## src/rtl/core/socket_slot_table_assert.svh

```systemverilog
// Assertion macros for the socket slot table.
// Used at the end of the top level; expects clk_i and rst_ni in scope.
`ifndef SOCKET_SLOT_TABLE_ASSERT_SVH
`define SOCKET_SLOT_TABLE_ASSERT_SVH

// The consequent holds in the same cycle as the antecedent.
`define SST_ASSERT_NOW(lbl, ante, cons) \
  lbl: assert property (@(posedge clk_i) disable iff (!rst_ni) (ante) |-> (cons)) \
    else $error("socket slot table check failed");

// The consequent holds in the cycle after the antecedent.
`define SST_ASSERT_NEXT(lbl, ante, cons) \
  lbl: assert property (@(posedge clk_i) disable iff (!rst_ni) (ante) |=> (cons)) \
    else $error("socket slot table check failed");

`endif

```

## src/rtl/core/sst_ram.sv

```systemverilog
// Generic single-write, single-read RAM with a registered read port.
// No dependencies.
`default_nettype none

module sst_ram #(
  parameter int WIDTH = 8,
  parameter int DEPTH = 64
) (
  input  wire logic                     clk_i,
  input  wire logic                     we_i,
  input  wire logic [$clog2(DEPTH)-1:0] waddr_i,
  input  wire logic [WIDTH-1:0]         wdata_i,
  input  wire logic                     re_i,
  input  wire logic [$clog2(DEPTH)-1:0] raddr_i,
  output logic      [WIDTH-1:0]         rdata_o
);

  logic [WIDTH-1:0] mem [DEPTH];

  // Write port.
  always_ff @(posedge clk_i) begin
    if (we_i) begin
      mem[waddr_i] <= wdata_i;
    end
  end

  // Registered read port.
  always_ff @(posedge clk_i) begin
    if (re_i) begin
      rdata_o <= mem[raddr_i];
    end
  end

endmodule

`default_nettype wire

```

## config.mk

```make
export PLATFORM = sky130hd
export DESIGN_NAME = sst_ram
export DESIGN_NICKNAME = d
export VERILOG_FILES = /design/src/rtl/core/socket_slot_table_assert.svh /design/src/rtl/core/sst_ram.sv
export SDC_FILE = /design/constraint.sdc
export NUM_CORES = 1
export LEC_CHECK = 0
export ABC_CLOCK_PERIOD_IN_PS = 5700
export BUFFER_PORTS_ARGS = -buffer_cell sky130_fd_sc_hd__buf_2
export CORE_MARGIN = 5
export CORE_UTILIZATION = 55
export CTS_BUF_LIST = sky130_fd_sc_hd__clkbuf_4 sky130_fd_sc_hd__clkbuf_8
export DETAILED_ROUTE_END_ITERATION = 8
export GPL_ROUTABILITY_DRIVEN = 0
export GPL_TIMING_DRIVEN = 0
export PLACE_DENSITY = 0.78
export SYNTH_ARGS = -nofsm -noshare
export SYNTH_HDL_FRONTEND = slang
export SYNTH_SLANG_ARGS = --single-unit
```

## constraint.sdc

```tcl
create_clock -name clk_i -period 5.7 [get_ports clk_i]
set_input_delay 0.855 -clock clk_i [delete_from_list [all_inputs] [get_ports clk_i]]
set_output_delay 0.855 -clock clk_i [all_outputs]
set_load 0.005 [all_outputs]
```

==> metrics.cfg, run 1 <==
[timing]
rsz0062_at_grt=no
finalSetupTns_ps=0
setup_viol=0
fin_crit_sh=0.562
hold_viol_final=0
worst_pin_slew_ps=1280
max_slew_margin=0.146
max_freq_ghz=0.312
final_max_slew_viol_count=0
finalClockSkew_ps=36.0
post-route-min-period_ps=3200

[synthesis]
yosysSeqAreaShare=0.771
syn_area_per_cell_um2=21.5
synth_cell_type_count=39
yosysWarnings=0
synth_nets=963
ys_seq_elements=520
netlist_instances=940
synth_area_mm2=0.0202

[setup_path]
arrival_ps=3530
r2r_end=rdata_o[4]$_DFFE_PP_
reg2regPathDepth=5
r2r_setup_slack_ps=3460
cp-end-kind=flip-flop
critPathKind=in -> reg
worst_ep_required_time_ps=6020
reg2reg_from=mem[21][4]$_DFFE_PP_
start_kind=primary input
worstPathMaxFanout=10

[drt]
wl_per_cell_um=29.3
drt-total-wl_um=45900
dr.pass1.iters=7
vias=10100
drtIter0Drc=1427
via_per_inst=6.45
drc=0
drtAntennaViolNets=0

[floorplanning]
die_width_um=202
io_pins=31
rows=70
core_mm2=0.0364
start_util=0.556
die_h_um=202
dieArea_mm2=0.0407

[cts]
cts.repair.resized=0
clockBufferDepth=3
cts_buffers=79
cts_setup_buffers=0
clkSlewWorstSetupHoldPaths_ps=60
cts_tree=done
clockRootBuffer=clkbuf_8
cts_max_level=3
hold_buffers=0
clock_latency_ps=620
cts_sinks=520

[layout]
final_area_mm2=0.0224
final_nets=1066
area_growth_pct=10.7
drive_gt1_frac=0.284

[worst_hold_path]
hp-class=in -> reg
hp-start=re_i
whs_path_depth=1
min_to=rdata_o[4]$_DFFE_PP_

[power_and_ir_drop]
powerDensity_mw_per_mm2=337
vdd.ir_drop.worst_uv=182
p_leak_nw=7.00

[status]
status=complete, no violations

[placed_design]
postPlaceCellArea_mm2=0.0209
place.port_buffers=22
hpwlAfterDp_um=28800

[grt]
grt-ovfl-total=0
antenna_found_initial=6
grt_pass1_vias=10300
grt_usage=0.228
grt_pass1_wl_um=67700
grt_max_degree=65

[flow_run]
drv_cap=0

kinds of logic (layout without fill, tap and decap cells):
group,count (synthesis),in the layout,synth area share
flip-flops,520,520,0.771
buffers and inverters,51,209,0.0156
AO/OA/AOI/OAI,54,54,0.0206
other,0,1,0
multiplexers,162,162,0.159
AND/OR/NAND/NOR,153,153,0.0337
Yosys cell counts (all sizes together):
master / count / area [um2]
o22ai: 8 / 50.1
nand3b: 3 / 22.5
o21a: 2 / 15.0
edfxtp: 520 / 15600
mux4: 126 / 2840
a21oi: 3 / 15.0
o221ai: 8 / 70.1
o2bb2ai: 3 / 26.3
a211oi: 4 / 30.0
nor3: 7 / 35.0
or3: 1 / 6.26
o311ai: 1 / 8.76
mux2: 13 / 146
nor2: 83 / 312
clkbuf: 17 / 63.8
o2111ai: 3 / 26.3
a22oi: 3 / 22.5
a221oi: 6 / 52.6
o221a: 2 / 22.5
buf: 34 / 253
o41ai: 2 / 17.5
and2: 1 / 6.26
nand4: 2 / 12.5
a31oi: 1 / 6.26
nor2b: 14 / 87.6
o32ai: 2 / 17.5
nor4: 2 / 12.5
nand4b: 1 / 8.76
o21ai: 4 / 20.0
nand3: 13 / 65.1
mux2i: 23 / 230
nand2b: 7 / 43.8
a2111oi: 2 / 17.5
nand2: 19 / 71.3
critical path: stages:
cell and delay [ps]:
buf_4 150, buf_2 420, buf_1 820, nand2_1 350, o221ai_1 290, nor2_1 120
nor3_1 300, o32ai_1 210
worst max path at each step:
stage          startpoint  slack, ps              endpoint
2_1_floorplan  raddr_i[1]       3040  rdata_o[3]$_DFFE_PP_
3_5_place_dp   raddr_i[1]       1980  rdata_o[6]$_DFFE_PP_
4_1_cts        raddr_i[2]       2640  rdata_o[3]$_DFFE_PP_
5_1_grt        raddr_i[1]       2400  rdata_o[4]$_DFFE_PP_
6_report       raddr_i[1]       2500  rdata_o[6]$_DFFE_PP_
3_3_place_gp   raddr_i[2]       2100  rdata_o[5]$_DFFE_PP_
sequential cells by signal, summed over array words and instances (netlist names):
signal and flops:
mem 512, rdata_o 8
cells in the final DEF, fill, tap and decap left out, types with 11 or more instances in the layout:
cell type,netlist,final
clkinv_2,0,11
mux2_2,13,13
mux4_2,126,126
nor2b_1,14,14
clkbuf_4,0,22
clkbuf_8,0,82
clkbuf_1,17,17
mux2i_1,23,23
nand3_1,13,13
buf_2,11,33
nor2_1,83,83
nand2_1,19,19
clkinv_1,0,17
edfxtp_1,520,520
buf_4,13,13
metrics by stage:
| step | std cells | total power [mW] | hold WS, ps | setup WS [ps] | utilization |
|---|---|---|---|---|---|
| after floorplan | 940 | 4.55 | 797 | 3040 | - |
| after global placement | 1430 | 4.72 | 1020 | 2100 | 0.575 |
| after detailed placement | 1430 | 4.74 | 1010 | 1980 | 0.575 |
| after CTS | 1566 | 7.57 | 555 | 2640 | 0.615 |
| after global routing | 1567 | 7.78 | 560 | 2400 | 0.615 |
| final | 1567 | 7.55 | 577 | 2500 | 0.615 |
metal layers:
layer / vias up / global-route usage / part of all wire
met1: 5168 / 0.323 / 0.38
met2: 661 / 0.351 / 0.47
met4: 10 / 0.0789 / 0.033
met5: - / 0 / 0.0017
li1: 4158 / - / -
met3: 115 / 0.0605 / 0.11
where the power goes:
| part | switching (mW) | total, mW | internal (mW) |
|---|---|---|---|
| clock | 1.37 | 2.89 | 1.52 |
| sequential | 0.00671 | 4.25 | 4.24 |
| combinational | 0.263 | 0.411 | 0.148 |
area by class of cell:
type	count	area (um2)
tap	468	586
sequential	520	15600
clock inverter	32	173
fill	2422	14000
clock buffer	104	1290
multi-input combinational	369	4320
buffer	51	317
antenna	1	2.50
timing repair buffer	22	110
Note: power is estimated with default switching activity, not from simulation.
==> run 2, diff against run 1 <==
- ABC_CLOCK_PERIOD_IN_PS: 5700 -> 2800
- PLACE_DENSITY: 0.78 -> 0.81
- clock period: 5.7 -> 2.8 ns (I/O delays scaled with it)
==> run 2 against run 1 <==
- the flow now finishes with violations (setup timing)
- clock skew shrank 16 ps
- final area is essentially flat
- total power rose by 100%
- final cell count shrank 0.13%
- worst setup slack got worse by 2500 ps
- largest cell class unchanged
- flip-flop and latch count stayed put
==> metrics.cfg, run 2 (same netlist as run 1, synthesis figures left out) <==
[status]
status=finished with violations
violations=setup timing

[setup_path]
crit_path_start=raddr_i[2]
critPathSlowestCell=o41ai_1
path_cells=buf_2 > buf_4 > clkbuf_1 > buf_2 > o221ai_1 > o21a_1 > o41ai_1
cp_common_cell=buf_2
critical_path.max_stage_delay_ps=690
start_kind=primary input
worst_ep_required_time_ps=3080
cp-end-kind=flip-flop
reg2reg_from=mem[3][3]$_DFFE_PP_
worstPathMaxFanout=10
critPathKind=in -> reg
arrival_ps=3100

[power_and_ir_drop]
vdd.ir_drop.worst_uv=398
finalPower_mw=15.4
powerDensity_mw_per_mm2=687
p_leak_nw=6.99

[timing]
post-route-min-period_ps=2820
max_freq_ghz=0.355
setup_viol=1
fin_ws_ps=-20.9
finalClockSkew_ps=20.3
rsz0062_at_grt=no
final_max_slew_viol_count=0
hold_viol_final=0
worst_pin_slew_ps=1290
hold_slack_ps=219
fin_crit_sh=1.01
max_slew_margin=0.141

[placed_design]
place_inst=1430
hpwlAfterDp_um=28800
place.port_buffers=22

[drt]
dr.pass1.iters=5
drc=0
wl_per_cell_um=29.3
via_per_inst=6.51
vias=10200
drt-total-wl_um=45900
drtIter0Drc=1568
drtAntennaViolNets=0

[cts]
cts_max_level=3
cts_sinks=520
clockBufferDepth=3
cts.repair.resized=0
cts_buffers=78
cts_tree=done
hold_buffers=0
clock_latency_ps=600
clockRootBuffer=clkbuf_8
cts_setup_buffers=0
clkSlewWorstSetupHoldPaths_ps=60

[floorplanning]
die_width_um=202
rows=70
die_h_um=202
core_mm2=0.0364
start_util=0.556
dieArea_mm2=0.0407
io_pins=31

[grt]
grt_pass1_wl_um=67600
grt_max_degree=65
antenna_found_initial=5
grt_usage=0.226
grt_pass1_vias=10300
grt-ovfl-total=0

[layout]
top_register=mem
final_common_cell=edfxtp_1
largest_reg_flops=512
final_nets=1065
area_growth_pct=10.7
layout_common_cells=edfxtp_1 (520), mux4_2 (126), nor2_1 (83)
layoutNonFillerInstCount=1565
antenna_cells=0
top_regs=mem: 512 flops, rdata_o: 8 flops
drive_gt1_frac=0.277
fillers=2394

[flow_run]
drv_cap=0

[worst_hold_path]
hp-class=in -> reg
hp-start=re_i

run 2: worst paths after layout:
check / to / slack, ps / cells after the start
max: rdata_o[3]$_DFFE_PP_ / -20 / 7
min reg2reg: rdata_o[7]$_DFFE_PP_ / 1030 / 4
min: rdata_o[5]$_DFFE_PP_ / 220 / 1
max reg2reg: rdata_o[3]$_DFFE_PP_ / 540 / 4
run 2: through the flow:
stage	area (um2)	utilization	setup WS (ps)	TNS [ps]
final	22400	0.615	-20.9	-20.9
after global routing	22400	0.615	27.2	0
after CTS	22400	0.615	96.2	0
after detailed placement	20900	0.575	-540	-2680
after global placement	20900	0.575	-463	-2300
after floorplan	20200	-	574	0
run 2: where the power goes:
group	switching [mW]	total [mW]	internal, mW
registers	0.0138	8.65	8.64
clock network	2.77	5.91	3.14
logic	0.534	0.834	0.300
total	3.32	15.4	12.1
run 2: layer usage:
metal | vias to the layer above | GRT usage | part of all wire
li1 | 4136 | - | -
met1 | 5182 | 0.312 | 0.37
met2 | 723 | 0.347 | 0.47
met3 | 143 | 0.0666 | 0.12
met4 | 10 | 0.0862 | 0.041
met5 | - | 0 | 0.0012
run 2: final cells by class:
type,instances,area [um2],area share
plain buffers,51,317,0.0141
clock buffers,102,1270,0.0568
clock inverters,33,195,0.00871
multi-input cells,369,4320,0.193
flip-flops and latches,520,15600,0.697
well taps,468,586,0.0261
repair buffers,22,110,0.00491
run 2: worst max-delay path, delay by kind of cell:
family | cells | cell delay [ps]
buffers and inverters | 4 | 1610
AOI/OAI and AO/OA | 3 | 1060
